`src/sv/sobm_pkg.sv`:
```
`timescale 1ns / 1ps
// Package for the small-object bitmap allocator.
// Holds field widths, command and status codes and the sequencer state type.
// No dependencies.
package sobm_pkg;

   localparam int ADDR_W   = 32;
   localparam int SLOT_W   = 11;
   localparam int COUNT_W  = 12;

   typedef enum logic [1:0] {
      CMD_ALLOC = 2'd0,
      CMD_MARK  = 2'd1,
      CMD_CLEAR = 2'd2,
      CMD_SWEEP = 2'd3
   } command_type;

   typedef enum logic [1:0] {
      STS_DONE         = 2'd0,
      STS_NO_SPACE     = 2'd1,
      STS_OUT_OF_RANGE = 2'd2,
      STS_REJECTED     = 2'd3
   } status_type;

   typedef enum logic [3:0] {
      S_INIT,
      S_IDLE,
      S_ALLOC_SCAN,
      S_ALLOC_ADDR,
      S_MARK_ALIGN,
      S_MARK_CHECK,
      S_CLEAR,
      S_SWEEP,
      S_RESP
   } state_type;

endpackage

```
`src/sv/sobm_req_if.sv`:
```
`timescale 1ns / 1ps
// Request channel of the allocator: command and candidate address.
// Depends on sobm_pkg.
interface sobm_req_if;
   import sobm_pkg::*;

   logic              valid;
   logic              ready;
   command_type       command;
   logic [ADDR_W-1:0] addr;

   modport source (output valid, output command, output addr, input ready);
   modport sink   (input valid, input command, input addr, output ready);

endinterface

```
`src/sv/sobm_rsp_if.sv`:
```
`timescale 1ns / 1ps
// Response channel of the allocator: status, slot, object address, freed count.
// Depends on sobm_pkg.
interface sobm_rsp_if;
   import sobm_pkg::*;

   logic               valid;
   logic               ready;
   status_type         status;
   logic [SLOT_W-1:0]  slot;
   logic [ADDR_W-1:0]  obj_addr;
   logic [COUNT_W-1:0] freed_count;

   modport source (output valid, output status, output slot, output obj_addr,
                   output freed_count, input ready);
   modport sink   (input valid, input status, input slot, input obj_addr,
                   input freed_count, output ready);

endinterface

```
`src/sv/sobm_ram.sv`:
```
`timescale 1ns / 1ps
// Generic single-write, single-read RAM with registered read data.
// No dependencies.
module sobm_ram #(
   parameter int WIDTH = 32,
   parameter int DEPTH = 64
) (
   input  logic                                   clock,
   input  logic                                   wr_en,
   input  logic [(DEPTH > 1 ? $clog2(DEPTH) : 1)-1:0] wr_addr,
   input  logic [WIDTH-1:0]                       wr_data,
   input  logic [(DEPTH > 1 ? $clog2(DEPTH) : 1)-1:0] rd_addr,
   output logic [WIDTH-1:0]                       rd_data
);

   logic [WIDTH-1:0] mem_ff [DEPTH];
   logic [WIDTH-1:0] rd_data_ff;

   always_ff @(posedge clock) begin
      if (wr_en) begin
         mem_ff[wr_addr] <= wr_data;
      end
      rd_data_ff <= mem_ff[rd_addr];
   end

   assign rd_data = rd_data_ff;

endmodule

```
`src/sv/sobm_divider.sv`:
```
`timescale 1ns / 1ps
// Split of a value by a constant power of two: shift for the quotient, mask for the remainder.
// Depends on sobm_pkg.
module sobm_divider #(
   parameter int DIVISOR = 32
) (
   input  logic [sobm_pkg::ADDR_W-1:0] dividend,
   output logic [sobm_pkg::ADDR_W-1:0] quotient,
   output logic [sobm_pkg::ADDR_W-1:0] remainder
);
   import sobm_pkg::*;

   localparam int SHIFT = $clog2(DIVISOR);

   assign quotient  = dividend >> SHIFT;
   assign remainder = dividend & ADDR_W'(DIVISOR - 1);

endmodule

```
`src/sv/sobm_word_unit.sv`:
```
`timescale 1ns / 1ps
// Per-word bitmap logic: full test, lowest free bit, dead slots and their count.
// No dependencies.
module sobm_word_unit #(
   parameter int WORD_BITS = 32
) (
   input  logic [WORD_BITS-1:0]             alloc_word,
   input  logic [WORD_BITS-1:0]             mark_word,
   output logic                             full,
   output logic [$clog2(WORD_BITS)-1:0]     free_bit,
   output logic [WORD_BITS-1:0]             dead,
   output logic [$clog2(WORD_BITS+1)-1:0]   dead_count
);

   localparam int BIW = $clog2(WORD_BITS);
   localparam int PCW = $clog2(WORD_BITS + 1);
   localparam int LV  = $clog2(WORD_BITS);
   localparam int PAD = 2 ** LV;

   logic [PAD-1:0] dead_pad;
   logic [PCW-1:0] sums [LV+1][PAD];

   assign full     = &alloc_word;
   assign dead     = alloc_word & ~mark_word;
   assign dead_pad = PAD'(dead);

   always_comb begin
      free_bit = '0;
      for (int i = WORD_BITS - 1; i >= 0; i--) begin
         if (!alloc_word[i]) begin
            free_bit = BIW'(i);
         end
      end
   end

   // population count as a balanced adder tree
   always_comb begin
      for (int l = 0; l <= LV; l++) begin
         for (int i = 0; i < PAD; i++) begin
            sums[l][i] = '0;
         end
      end
      for (int i = 0; i < PAD; i++) begin
         sums[0][i] = PCW'(dead_pad[i]);
      end
      for (int l = 0; l < LV; l++) begin
         for (int i = 0; i < (PAD >> (l + 1)); i++) begin
            sums[l+1][i] = sums[l][2*i] + sums[l][2*i+1];
         end
      end
   end

   assign dead_count = sums[LV][0];

endmodule

```
`src/sv/small_object_bitmap_allocator.sv`:
```
`timescale 1ns / 1ps
// Small-object slot allocator with allocation and mark bitmaps for a mark-sweep heap.
// Top level; depends on sobm_pkg, sobm_req_if, sobm_rsp_if, sobm_ram, sobm_divider,
// sobm_word_unit.
//
// One item at a time. Both bitmaps sit in RAMs of NUM_SLOTS/WORD_BITS words, read
// one word per cycle. After reset a clearing pass over every word zeroes both bitmaps;
// no item is taken until it ends, heap_base writes are taken throughout.
// Alloc walks the words from the saved next-fit word; sweep and clear-marks walk every word.
// Mark aligns the address and splits the slot index into word and bit with masks and
// shifts, so OBJ_BYTES and WORD_BITS must be powers of two; the block does not check
// this. The result waits in an output register, and the next item is accepted while it
// waits; a new result is held back until the old one is taken.
module small_object_bitmap_allocator #(
   parameter int NUM_SLOTS = 2048,
   parameter int WORD_BITS = 32,
   parameter int OBJ_BYTES = 8
) (
   input  logic                        clock,
   input  logic                        reset,
   input  logic                        csr_write_enable,
   input  logic [sobm_pkg::ADDR_W-1:0] csr_write_data,
   sobm_req_if.sink                    req_ch,
   sobm_rsp_if.source                  rsp_ch
);
   import sobm_pkg::*;

   localparam int NUM_WORDS = NUM_SLOTS / WORD_BITS;
   localparam int WAW       = NUM_WORDS > 1 ? $clog2(NUM_WORDS) : 1;
   localparam int SW        = $clog2(NUM_SLOTS);
   localparam int CW        = $clog2(NUM_SLOTS + 1);
   localparam int BIW       = $clog2(WORD_BITS);
   localparam int PCW       = $clog2(WORD_BITS + 1);
   localparam int OLOG      = $clog2(OBJ_BYTES);

   state_type           state_ff, state_in;
   logic [ADDR_W-1:0]   hb_ff, hb_in;
   logic [WAW-1:0]      nfw_ff, nfw_in;
   logic [WAW-1:0]      ptr_ff, ptr_in;
   logic [WAW-1:0]      prev_ff, prev_in;
   logic [WAW-1:0]      chk_ff, chk_in;
   logic                dv_ff, dv_in;
   logic [ADDR_W-1:0]   addr_ff, addr_in;
   status_type          status_ff, status_in;
   logic [SW-1:0]       slot_ff, slot_in;
   logic [ADDR_W-1:0]   obj_ff, obj_in;
   logic [CW-1:0]       freed_ff, freed_in;
   logic [WAW-1:0]      word_ff, word_in;
   logic [BIW-1:0]      bit_ff, bit_in;

   logic                rsp_valid_ff, rsp_valid_in;
   status_type          rsp_status_ff, rsp_status_in;
   logic [SLOT_W-1:0]   rsp_slot_ff, rsp_slot_in;
   logic [ADDR_W-1:0]   rsp_obj_ff, rsp_obj_in;
   logic [COUNT_W-1:0]  rsp_freed_ff, rsp_freed_in;

   logic                 accept;
   logic                 rsp_free;
   logic                 last_chk;
   logic                 last_ptr;
   logic [WAW-1:0]       ptr_next;
   logic                 alloc_hit;
   logic                 mark_ok;
   logic [ADDR_W-1:0]    aligned;
   logic [ADDR_W-1:0]    mark_diff;
   logic [ADDR_W-1:0]    mark_idx;
   logic [ADDR_W-1:0]    word_q;
   logic [ADDR_W-1:0]    bit_r;
   logic                 below_base;
   logic                 idx_over;
   logic                 mark_range;

   logic                 alloc_we, mark_we;
   logic [WAW-1:0]       alloc_wa, mark_wa, rd_addr;
   logic [WORD_BITS-1:0] alloc_wd, mark_wd, alloc_rd, mark_rd;

   logic                 wu_full;
   logic [BIW-1:0]       wu_free_bit;
   logic [WORD_BITS-1:0] wu_dead;
   logic [PCW-1:0]       wu_dead_count;

   sobm_ram #(.WIDTH(WORD_BITS), .DEPTH(NUM_WORDS)) u_alloc_ram (
      .clock   (clock),
      .wr_en   (alloc_we),
      .wr_addr (alloc_wa),
      .wr_data (alloc_wd),
      .rd_addr (rd_addr),
      .rd_data (alloc_rd)
   );

   sobm_ram #(.WIDTH(WORD_BITS), .DEPTH(NUM_WORDS)) u_mark_ram (
      .clock   (clock),
      .wr_en   (mark_we),
      .wr_addr (mark_wa),
      .wr_data (mark_wd),
      .rd_addr (rd_addr),
      .rd_data (mark_rd)
   );

   sobm_divider #(.DIVISOR(WORD_BITS)) u_divider (
      .dividend  (mark_idx),
      .quotient  (word_q),
      .remainder (bit_r)
   );

   sobm_word_unit #(.WORD_BITS(WORD_BITS)) u_word_unit (
      .alloc_word (alloc_rd),
      .mark_word  (mark_rd),
      .full       (wu_full),
      .free_bit   (wu_free_bit),
      .dead       (wu_dead),
      .dead_count (wu_dead_count)
   );

   assign accept     = req_ch.valid && req_ch.ready;
   assign rsp_free   = !rsp_valid_ff || rsp_ch.ready;
   assign last_chk   = chk_ff == WAW'(NUM_WORDS - 1);
   assign last_ptr   = ptr_ff == WAW'(NUM_WORDS - 1);
   assign ptr_next   = last_ptr ? '0 : ptr_ff + 1'b1;
   assign alloc_hit  = dv_ff && !wu_full;
   assign mark_ok    = alloc_rd[bit_ff] && !mark_rd[bit_ff];
   assign aligned    = addr_ff & ~ADDR_W'(OBJ_BYTES - 1);
   assign mark_diff  = aligned - hb_ff;
   assign mark_idx   = mark_diff >> OLOG;
   assign below_base = aligned < hb_ff;
   assign idx_over   = mark_idx >= ADDR_W'(NUM_SLOTS);
   assign mark_range = below_base || idx_over;

   // next state
   always_comb begin
      state_in = state_ff;
      unique case (state_ff)
         S_INIT: begin
            if (last_ptr) state_in = S_IDLE;
         end
         S_IDLE: begin
            if (accept) begin
               unique case (req_ch.command)
                  CMD_ALLOC: state_in = S_ALLOC_SCAN;
                  CMD_MARK:  state_in = S_MARK_ALIGN;
                  CMD_CLEAR: state_in = S_CLEAR;
                  CMD_SWEEP: state_in = S_SWEEP;
                  default:   state_in = S_IDLE;
               endcase
            end
         end
         S_ALLOC_SCAN: begin
            if (alloc_hit) state_in = S_ALLOC_ADDR;
            else if (dv_ff && last_chk) state_in = S_RESP;
         end
         S_ALLOC_ADDR: state_in = S_RESP;
         S_MARK_ALIGN: state_in = mark_range ? S_RESP : S_MARK_CHECK;
         S_MARK_CHECK: state_in = S_RESP;
         S_CLEAR: begin
            if (last_ptr) state_in = S_RESP;
         end
         S_SWEEP: begin
            if (dv_ff && last_chk) state_in = S_RESP;
         end
         S_RESP: begin
            if (rsp_free) state_in = S_IDLE;
         end
         default: state_in = S_INIT;
      endcase
   end

   // sequencer outputs: RAM ports, request ready
   always_comb begin
      req_ch.ready = state_ff == S_IDLE;
      rd_addr      = (state_ff == S_MARK_ALIGN) ? WAW'(word_q) : ptr_ff;
      alloc_we     = 1'b0;
      alloc_wa     = prev_ff;
      alloc_wd     = '0;
      mark_we      = 1'b0;
      mark_wa      = ptr_ff;
      mark_wd      = '0;
      unique case (state_ff)
         S_INIT: begin
            alloc_we = 1'b1;
            alloc_wa = ptr_ff;
            mark_we  = 1'b1;
         end
         S_ALLOC_SCAN: begin
            alloc_we = alloc_hit;
            alloc_wd = alloc_rd | (WORD_BITS'(1) << wu_free_bit);
         end
         S_MARK_CHECK: begin
            mark_we = mark_ok;
            mark_wa = word_ff;
            mark_wd = mark_rd | (WORD_BITS'(1) << bit_ff);
         end
         S_CLEAR: begin
            mark_we = 1'b1;
         end
         S_SWEEP: begin
            alloc_we = dv_ff;
            alloc_wd = alloc_rd & ~wu_dead;
         end
         default: begin
         end
      endcase
   end

   // datapath registers
   always_comb begin
      hb_in         = csr_write_enable ? csr_write_data : hb_ff;
      nfw_in        = nfw_ff;
      ptr_in        = ptr_ff;
      prev_in       = ptr_ff;
      chk_in        = chk_ff;
      dv_in         = 1'b0;
      addr_in       = addr_ff;
      status_in     = status_ff;
      slot_in       = slot_ff;
      obj_in        = obj_ff;
      freed_in      = freed_ff;
      word_in       = word_ff;
      bit_in        = bit_ff;
      rsp_valid_in  = rsp_valid_ff && !rsp_ch.ready;
      rsp_status_in = rsp_status_ff;
      rsp_slot_in   = rsp_slot_ff;
      rsp_obj_in    = rsp_obj_ff;
      rsp_freed_in  = rsp_freed_ff;
      unique case (state_ff)
         S_INIT, S_CLEAR: begin
            ptr_in = ptr_next;
         end
         S_IDLE: begin
            addr_in   = req_ch.addr;
            status_in = STS_DONE;
            slot_in   = '0;
            obj_in    = '0;
            freed_in  = '0;
            chk_in    = '0;
            ptr_in    = (req_ch.command == CMD_ALLOC) ? nfw_ff : '0;
         end
         S_ALLOC_SCAN: begin
            ptr_in = ptr_next;
            dv_in  = 1'b1;
            if (dv_ff) chk_in = chk_ff + 1'b1;
            if (alloc_hit) begin
               nfw_in  = prev_ff;
               slot_in = SW'(ADDR_W'(prev_ff) * ADDR_W'(WORD_BITS) + ADDR_W'(wu_free_bit));
            end else if (dv_ff && last_chk) begin
               status_in = STS_NO_SPACE;
            end
         end
         S_ALLOC_ADDR: begin
            obj_in = hb_ff + ADDR_W'(ADDR_W'(slot_ff) * ADDR_W'(OBJ_BYTES));
         end
         S_MARK_ALIGN: begin
            if (mark_range) begin
               status_in = STS_OUT_OF_RANGE;
            end else begin
               slot_in = SW'(mark_idx);
               word_in = WAW'(word_q);
               bit_in  = BIW'(bit_r);
            end
         end
         S_MARK_CHECK: begin
            if (!mark_ok) status_in = STS_REJECTED;
         end
         S_SWEEP: begin
            ptr_in = ptr_next;
            dv_in  = 1'b1;
            if (dv_ff) begin
               chk_in   = chk_ff + 1'b1;
               freed_in = freed_ff + CW'(wu_dead_count);
            end
         end
         S_RESP: begin
            if (rsp_free) begin
               rsp_valid_in  = 1'b1;
               rsp_status_in = status_ff;
               rsp_slot_in   = SLOT_W'(slot_ff);
               rsp_obj_in    = obj_ff;
               rsp_freed_in  = COUNT_W'(freed_ff);
            end
         end
         default: begin
         end
      endcase
   end

   always_ff @(posedge clock) begin
      if (reset) begin
         state_ff     <= S_INIT;
         hb_ff        <= '0;
         nfw_ff       <= '0;
         ptr_ff       <= '0;
         chk_ff       <= '0;
         dv_ff        <= 1'b0;
         rsp_valid_ff <= 1'b0;
      end else begin
         state_ff     <= state_in;
         hb_ff        <= hb_in;
         nfw_ff       <= nfw_in;
         ptr_ff       <= ptr_in;
         chk_ff       <= chk_in;
         dv_ff        <= dv_in;
         rsp_valid_ff <= rsp_valid_in;
      end
      prev_ff       <= prev_in;
      addr_ff       <= addr_in;
      status_ff     <= status_in;
      slot_ff       <= slot_in;
      obj_ff        <= obj_in;
      freed_ff      <= freed_in;
      word_ff       <= word_in;
      bit_ff        <= bit_in;
      rsp_status_ff <= rsp_status_in;
      rsp_slot_ff   <= rsp_slot_in;
      rsp_obj_ff    <= rsp_obj_in;
      rsp_freed_ff  <= rsp_freed_in;
   end

   assign rsp_ch.valid       = rsp_valid_ff;
   assign rsp_ch.status      = rsp_status_ff;
   assign rsp_ch.slot        = rsp_slot_ff;
   assign rsp_ch.obj_addr    = rsp_obj_ff;
   assign rsp_ch.freed_count = rsp_freed_ff;

endmodule

```
`src/flat_wrapper.sv`:
```
// flat-port wrapper written by rule: the top's interface ports become plain ports
module small_object_bitmap_allocator_flat import sobm_pkg::*;
#(
   parameter int NUM_SLOTS = 2048,
   parameter int WORD_BITS = 32,
   parameter int OBJ_BYTES = 8
)
  (clock, reset, csr_write_enable, csr_write_data, req_ch_valid, req_ch_command, req_ch_addr, req_ch_ready, rsp_ch_valid, rsp_ch_status, rsp_ch_slot, rsp_ch_obj_addr, rsp_ch_freed_count, rsp_ch_ready);
  sobm_req_if req_ch_i ();
  sobm_rsp_if rsp_ch_i ();
  input  logic clock;
  input  logic reset;
  input  logic csr_write_enable;
  input  logic [sobm_pkg::ADDR_W-1:0] csr_write_data;
  input wire logic [$bits(req_ch_i.valid)-1:0] req_ch_valid;
  input wire logic [$bits(req_ch_i.command)-1:0] req_ch_command;
  input wire logic [$bits(req_ch_i.addr)-1:0] req_ch_addr;
  output wire logic [$bits(req_ch_i.ready)-1:0] req_ch_ready;
  output wire logic [$bits(rsp_ch_i.valid)-1:0] rsp_ch_valid;
  output wire logic [$bits(rsp_ch_i.status)-1:0] rsp_ch_status;
  output wire logic [$bits(rsp_ch_i.slot)-1:0] rsp_ch_slot;
  output wire logic [$bits(rsp_ch_i.obj_addr)-1:0] rsp_ch_obj_addr;
  output wire logic [$bits(rsp_ch_i.freed_count)-1:0] rsp_ch_freed_count;
  input wire logic [$bits(rsp_ch_i.ready)-1:0] rsp_ch_ready;
  assign req_ch_i.valid = req_ch_valid;
  assign req_ch_i.command = req_ch_command;
  assign req_ch_i.addr = req_ch_addr;
  assign req_ch_ready = req_ch_i.ready;
  assign rsp_ch_valid = rsp_ch_i.valid;
  assign rsp_ch_status = rsp_ch_i.status;
  assign rsp_ch_slot = rsp_ch_i.slot;
  assign rsp_ch_obj_addr = rsp_ch_i.obj_addr;
  assign rsp_ch_freed_count = rsp_ch_i.freed_count;
  assign rsp_ch_i.ready = rsp_ch_ready;
  small_object_bitmap_allocator #(.NUM_SLOTS(NUM_SLOTS), .WORD_BITS(WORD_BITS), .OBJ_BYTES(OBJ_BYTES)) u_core (.clock(clock), .reset(reset), .csr_write_enable(csr_write_enable), .csr_write_data(csr_write_data), .req_ch(req_ch_i), .rsp_ch(rsp_ch_i));
endmodule
```
`config.mk`:
```
export PLATFORM = sky130hd
export DESIGN_NAME = small_object_bitmap_allocator_flat
export DESIGN_NICKNAME = d
export VERILOG_FILES = /design/src/sv/sobm_pkg.sv /design/src/sv/sobm_req_if.sv /design/src/sv/sobm_rsp_if.sv /design/src/sv/sobm_ram.sv /design/src/sv/sobm_divider.sv /design/src/sv/sobm_word_unit.sv /design/src/sv/small_object_bitmap_allocator.sv /design/src/flat_wrapper.sv
export SDC_FILE = /design/constraint.sdc
export NUM_CORES = 2
export LEC_CHECK = 0
export ABC_AREA = 1
export BUFFER_PORTS_ARGS = -buffer_cell sky130_fd_sc_hd__buf_4
export CORE_MARGIN = 2
export CORE_UTILIZATION = 30
export DETAILED_ROUTE_END_ITERATION = 12
export HOLD_SLACK_MARGIN = 0.15
export SETUP_SLACK_MARGIN = 0.05
export SYNTH_ARGS = -nofsm -noshare
export SYNTH_HDL_FRONTEND = slang
export SYNTH_SLANG_ARGS = --single-unit
```
`constraint.sdc`:
```
create_clock -name clock -period 7.8 [get_ports clock]
set_clock_uncertainty 0.15 [all_clocks]
set_input_delay 0 -clock clock [delete_from_list [all_inputs] [get_ports clock]]
set_output_delay 0 -clock clock [all_outputs]
set_load 0.005 [all_outputs]
```
Yosys cells after proc, flatten, opt, wreduce, memory -nomap -nowiden:

Memory sizes are Yosys's and may differ from the RTL's. A register that Yosys moved wholly into a read port is not among the register bits.
Cells that the tools add are included.

* bits in registers: 219
* latch bits: 0
* bits in writable memories: 4096
* bits in read-only memories: 0
* input port bits: 71
* output and inout bits: 59
* word-level logic and storage cells: 202
* memories kept: 2

Memories
* u_core.u_alloc_ram.mem_ff: words 64, bits a word 32, rd ports 1, clocked after Yosys merged registers in 1, write ports 1, line sobm_ram.sv:16 `logic [WIDTH-1:0] mem_ff [DEPTH];`
* u_core.u_mark_ram.mem_ff: words 64, bits a word 32, rd ports 1, clocked after Yosys merged registers in 1, write ports 1, line sobm_ram.sv:16

* add/subtract/negate cells: 37
* multipliers: 0
* divide/modulo/power cells: 0
* magnitude comparators: 3
* eq/ne operators: 25
* shifts and indexed selects: 2
* multiplexer cells: 75
* bitwise gates (word level): 7
* reductions and logical operators: 32

Operator list (count)
* 5-bit two-way mux: 32
* 32-bit case mux with 2 select lines: 2
* 32-bit bitwise AND: 2
* 32-bit NOT: 2
* 32-bit bitwise OR: 2
* 1-bit by 5-bit << shifter with 32-bit output (first input constant): 2
* 6-bit two-way mux: 6
* 11-bit case mux with 3 select lines: 1
* 1-bit by 1-bit adder with 2-bit output: 16
* 32-bit by 14-bit adder with 32-bit output: 1
* 32-bit less-than comparator: 1
* 32-bit two-way mux: 1
* 4-bit case mux with 8 select lines: 1
* 32-bit AND reduction: 1
* 32-bit subtractor: 1
* 29-bit by 12-bit >= comparator with 1-bit output (second input constant): 1
* 4-bit two-way mux: 7
* 2-bit by 2-bit adder with 3-bit output: 8
* 12-bit case mux with 2 select lines: 1
* 6-bit case mux with 2 select lines: 2
* 11-bit two-way mux: 2
* 3-bit by 3-bit adder with 4-bit output: 4
* 4-bit by 3-bit == test with 1-bit output (second input constant): 4
* 2-bit by 1-bit inequality test with 1-bit output (second input constant): 8
* other kinds (36): 73

Depth between registers and ports, before layout:

* depth after elaboration: 35
* mapped depth: 37
* mapped depth without buffers: 37

Modules after synthesis:

From an unflattened synthesis, not the netlist that was laid out.

* cells, all modules: 15500
* area total of the unflattened synthesis: 180425.5 um^2

Modules (own cells, without submodules)
* sobm_ram: times used 2, cells an instance 6769, area each 82738.1 um^2, sequential area each 62139.6 um^2
* small_object_bitmap_allocator: times used 1, cells an instance 1677, area each 13116.3 um^2, sequential area each 5865.6 um^2
* sobm_word_unit: times used 1, cells an instance 220, area each 1348.8 um^2, sequential area each 0.0 um^2
* sobm_divider: times used 1, cells an instance 65, area each 484.2 um^2, sequential area each 0.0 um^2

Worst setup path before layout:

OpenSTA, ideal clock, no wires.

* kind: reg2reg
* start point: reg u_core.u_mark_ram.rd_data_ff[27], in the netlist u_core.u_mark_ram.rd_data[27], read port of u_core.u_mark_ram.mem_ff
* end point: reg u_core.freed_ff[10] (data pin)
* library setup time: 0.259 ns
* data arrival time: 5.474 ns
* required time: 7.391 ns
* setup slack: 1.917 ns
* cell stages (with the launch flop): 27
* path buffers: 0
* period minus slack after synthesis: 5.883 ns
* cells stage by stage: dfxtp_1 inv_1 nand2_1 fa_1 fa_1 inv_1 fa_1 inv_1 fa_1 fa_1 fa_1 inv_1 fa_1 fa_1 nand2_1 nand2_1 a21oi_1 nor2_1 nor2_1 o21ai_0 and2_1 o21ai_0 inv_1 nand2_1 nor2_1 o21ai_0 a21oi_1

* longest elaborated chain between the ends: 10

Ends and longest elaborated chain
* start, declared: line sobm_ram.sv:17 `logic [WIDTH-1:0] rd_data_ff;`
* 32-bit NOT: line sobm_word_unit.sv:24 `assign dead = alloc_word & ~mark_word;`
* 32-bit bitwise AND: line sobm_word_unit.sv:24
* 1-bit by 1-bit adder with 2-bit output: line sobm_word_unit.sv:48 `sums[l+1][i] = sums[l][2*i] + sums[l][2*i+1];`
* 2-bit by 2-bit adder with 3-bit output: line sobm_word_unit.sv:48
* 3-bit by 3-bit adder with 4-bit output: line sobm_word_unit.sv:48
* 4-bit by 4-bit adder with 5-bit output: line sobm_word_unit.sv:48
* 5-bit by 5-bit adder with 6-bit output: line sobm_word_unit.sv:48
* 12-bit by 6-bit adder with 12-bit output: line small_object_bitmap_allocator.sv:268 `freed_in = freed_ff + CW'(wu_dead_count);`
* 12-bit two-way mux: line small_object_bitmap_allocator.sv:266 `if (dv_ff) begin`
* 12-bit case mux with 2 select lines: line small_object_bitmap_allocator.sv:224 `unique case (state_ff)`
* end signal, assigned: line small_object_bitmap_allocator.sv:308 `freed_ff <= freed_in;`
* end, declared: line small_object_bitmap_allocator.sv:47 `logic [CW-1:0] freed_ff, freed_in;`

Every way passes these cells. The select of a mux whose other input is x is not followed.
A chain may end at the register's enable or synchronous reset.

Worst setup path in the final report:

* start point: reg u_core.u_mark_ram.rd_data_ff[15], in the netlist u_core.u_mark_ram.rd_data[15], read port of u_core.u_mark_ram.mem_ff
* end point: reg u_core.freed_ff[10] (data pin)

The elaborated chain is that of the path after synthesis.

==> flow_metrics.py <==
metrics = {
    "status": {
        "status": "complete, no violations",
    },
    "floorplanning": {
        "io_pins": 130,
        "dieWidth_um": 780,
        "die-area_mm2": 0.608,
        "row_count": 285,
        "die_y_um": 780,
        "core-area_mm2": 0.601,
        "initial_core_util_pct": 30.0,
    },
    "yosys": {
        "synth.distinct_cells": 70,
        "ys_warn_count": 0,
        "synth_seq_area_share_pct": 72.0,
        "synth-async-reset-ratio_pct": 0,
        "netlist_instances": 13276,
        "yosysTopAreaCellShare_pct": 70.6,
        "synth_edf_count": 4250,
        "syn-num-nets": 13431,
        "synth_top_cell_by_area": "edfxtp_1",
        "ys_seq_elements": 4376,
        "syn_avg_cell_area_um2": 13.6,
        "netlist_area_mm2": 0.181,
        "synth.area.top_cells": "edfxtp_1, a21oi_1, o221ai_1, o21bai_1, o21ai_0",
        "ys.flop_type": "edfxtp_1",
    },
    "timing": {
        "whs_ps": 203,
        "drv_slew": 0,
        "rsz0062_at_grt": "no",
        "min_period_over_period_pct": 82.9,
        "fmax_mhz": 155,
        "fin_crit_ps": 6460,
        "hold_viol_final": 0,
        "tightest_slew_ps": 1200,
        "slew_headroom_pct": 19.7,
        "fin_tns_setup_ps": 0,
        "setup_viol": 0,
    },
    "critical_path": {
        "criticalPathCategory": "register to register",
        "end_kind": "register",
        "required_ps": 8420,
        "startpoint_type": "register",
        "crit_path_top_delay_cell": "fa_1",
        "crit_path_frequent_cell": "fa_1",
        "worstPathMaxFanout": 3,
        "cp_num_buf_inv": 5,
        "crit_path_max_incr_delay_ps": 600,
        "critical_path.top_delay_family": "adder cells",
        "crit_arrival_ps": 7090,
    },
    "pwr": {
        "vdd_ir_drop_max_v": 0.000325,
        "p_leak_nw": 58.3,
        "power.total_mw": 51.3,
        "power.internal_mw": 38.7,
        "combPwrFrac_pct": 10.2,
        "seqPwrFrac_pct": 50.2,
        "power_density_mw_per_mm2": 247,
        "pwr-share-clk_pct": 39.5,
        "sw_frac_of_total_pct": 24.5,
        "p_switching_mw": 12.6,
    },
    "cts": {
        "cts_buffer_depth": 4,
        "clock-sinks": 4376,
        "insertion_delay_ps": 1020,
        "root_buffer": "clkbuf_16",
        "ctsResizeCount": 0,
        "post_cts_buffers": 0,
        "cts_tree": "done",
        "cts_buffers": 425,
        "h-tree-depth": 5,
        "clk_pin_slew_worst_paths_ps": 70,
    },
    "finish": {
        "multi_input_area_mm2": 0.0452,
        "design_area_mm2": 0.208,
        "seq_area_mm2": 0.130,
        "fillers": 57515,
        "area_growth_pct": 15.2,
        "drive_gt1_share_pct": 11.0,
        "layout.nets": 13519,
    },
    "place": {
        "place_area_mm2": 0.192,
        "gp_congestion": 0.879,
        "dp_hpwl_um": 289000,
        "numPortBuffers": 126,
    },
    "global_route": {
        "grt_pass1_wl_um": 785000,
        "overflow": 0,
        "grt_pass1_vias": 112399,
        "grt_max_degree": 204,
        "grtUsageTotal_pct": 17.0,
        "grt_antenna_before_repair": 29,
    },
    "detailed_routing": {
        "drt_iter0_markers": 16141,
        "wire_per_inst_um": 25.1,
        "vias": 119138,
        "wl_um": 547000,
        "vias_per_cell": 5.48,
        "first_pass_iters": 8,
        "antenna_left": 0,
        "post-route-drc-count": 0,
    },
    "hold_path": {
        "min_path_type": "register to register",
    },
    "job": {
        "max_cap_violations": 0,
    },
}
## kinds of logic (layout without fill, tap and decap cells)
family | Yosys count | after routing | synth area share, %
multiplexers | 98 | 98 | 0.611
AO/OA/AOI/OAI | 5236 | 5236 | 18.0
flip-flops | 4376 | 4376 | 72.0
adder cells (fa/ha/maj) | 84 | 84 | 0.694
XOR/XNOR | 25 | 25 | 0.130
other | 0 | 9 | 0
buffers and inverters | 1616 | 2050 | 3.91
AND/OR/NAND/NOR | 1841 | 1841 | 4.58
## routing by layer
metal / wire (µm) / part of all wire, % / global-route usage [%]
met1: 225000 / 41 / 23.3
met2: 251000 / 46 / 27.2
met3: 48300 / 8.8 / 2.64
met4: 22900 / 4.2 / 6.65
met5: 41 / 0.0075 / 0
## path summary, 6_finish.rpt
kind                                 startpoint  cells after the start  slack [ps]                  end
setup reg to reg  u_core.u_mark_ram.rd_data[15]                     26        1340  u_core.freed_ff[10]
hold / removal                u_core.prev_in[3]                      0         200    u_core.prev_ff[3]
setup / recovery  u_core.u_mark_ram.rd_data[15]                     26        1340  u_core.freed_ff[10]
hold reg to reg               u_core.prev_in[3]                      0         200    u_core.prev_ff[3]
## final cells by class
| class | instances | area share, % |
|---|---|---|
| multi-input cells | 7284 | 21.7 |
| inverters | 501 | 0.919 |
| flip-flops and latches | 4376 | 62.6 |
| diodes | 9 | 0.0108 |
| clock inverters | 229 | 1.04 |
| repair buffers | 776 | 3.48 |
| clock buffers | 544 | 5.43 |
| well taps | 8036 | 4.83 |
## registers in the layout (all words and copies together), names as in the netlist, 12 cells and up
name	count
u_core.freed_ff	12
u_core.u_mark_ram.rd_data	32
u_core.addr_ff	29
u_core.u_alloc_ram.mem_ff	2048
u_core.rsp_ch.freed_count	12
u_core.u_alloc_ram.rd_data	32
u_core.rsp_ch.obj_addr	32
u_core.hb_ff	32
u_core.obj_ff	32
u_core.u_mark_ram.mem_ff	2048
## power by group through the flow
stage | logic [mW] | clock network, mW | registers (mW)
2_1_floorplan | 3.35 | 0 | 26.2
3_3_place_gp | 5.02 | 0 | 26.3
3_5_place_dp | 5.04 | 0 | 26.3
4_1_cts | 5.16 | 20.5 | 25.8
5_1_grt | 5.69 | 21.4 | 25.8
6_report | 5.24 | 20.3 | 25.8
## per-stage QoR
stage / utilization (%) / setup slack, ps / cells
2_1_floorplan: - / 1920 / 13276
3_3_place_gp: 32.0 / 1180 / 20742
3_5_place_dp: 32.0 / 1400 / 20742
4_1_cts: 34.6 / 1390 / 21746
5_1_grt: 34.6 / 992 / 21747
6_report: 34.6 / 1340 / 21755
## synth_stat cells, types with 5 or more instances
cell type / number
a211oi_1: 21
ha_1: 57
inv_1: 486
xor2_1: 15
o2111ai_1: 6
dfxtp_1: 126
nand3_1: 628
buf_2: 243
a22oi_1: 6
a31oi_1: 28
o21ai_1: 79
clkinv_1: 10
buf_1: 78
a31o_1: 12
a21oi_1: 1900
o21ai_0: 1136
nand2_1: 584
nand4_1: 63
buf_6: 21
o211ai_1: 368
o21a_1: 14
and3_1: 26
a31o_2: 31
o221ai_1: 786
mux2_2: 98
nor3_1: 92
clkbuf_8: 20
clkbuf_1: 672
buf_4: 65
o31ai_1: 5
o22ai_1: 16
nor2_1: 373
o32ai_1: 16
nand2_2: 5
o21bai_1: 789
or2_2: 19
nor3b_1: 8
dlygate4sd1_1: 5
edfxtp_1: 4250
or2_1: 11
fa_1: 27
nor4_1: 15
xnor2_1: 8
## cell usage in the layout (no fill, tap or decap), drive strengths merged, types with 8 or more instances in the layout
master and n:
fa 27, diode 9, buf 545, ha 57, and3 29, dlygate4sd3 231, bufinv 37, o22ai 16
nand2 592, nor3b 8, clkbuf 544, o21bai 789, clkinvlp 14, clkinv 171, nand4 63, o221ai 786
xor2 17, dfxtp 126, edfxtp 4250, mux2 98, nor3 93, or2 34, nor4 15, nand3 628
a31oi 28, inv 508, o21a 14, a31o 43, o21ai 1220, xnor2 8, a211oi 21, o211ai 368
nor2 375, a21oi 1901, o32ai 16
## timing repair
item / CTS / global route
endpoints found under the setup margin: 0 / 0
hold buffers: 231 / 0
endpoints found under the hold margin: 142 / 0
(Power assumes the default switching activity.)
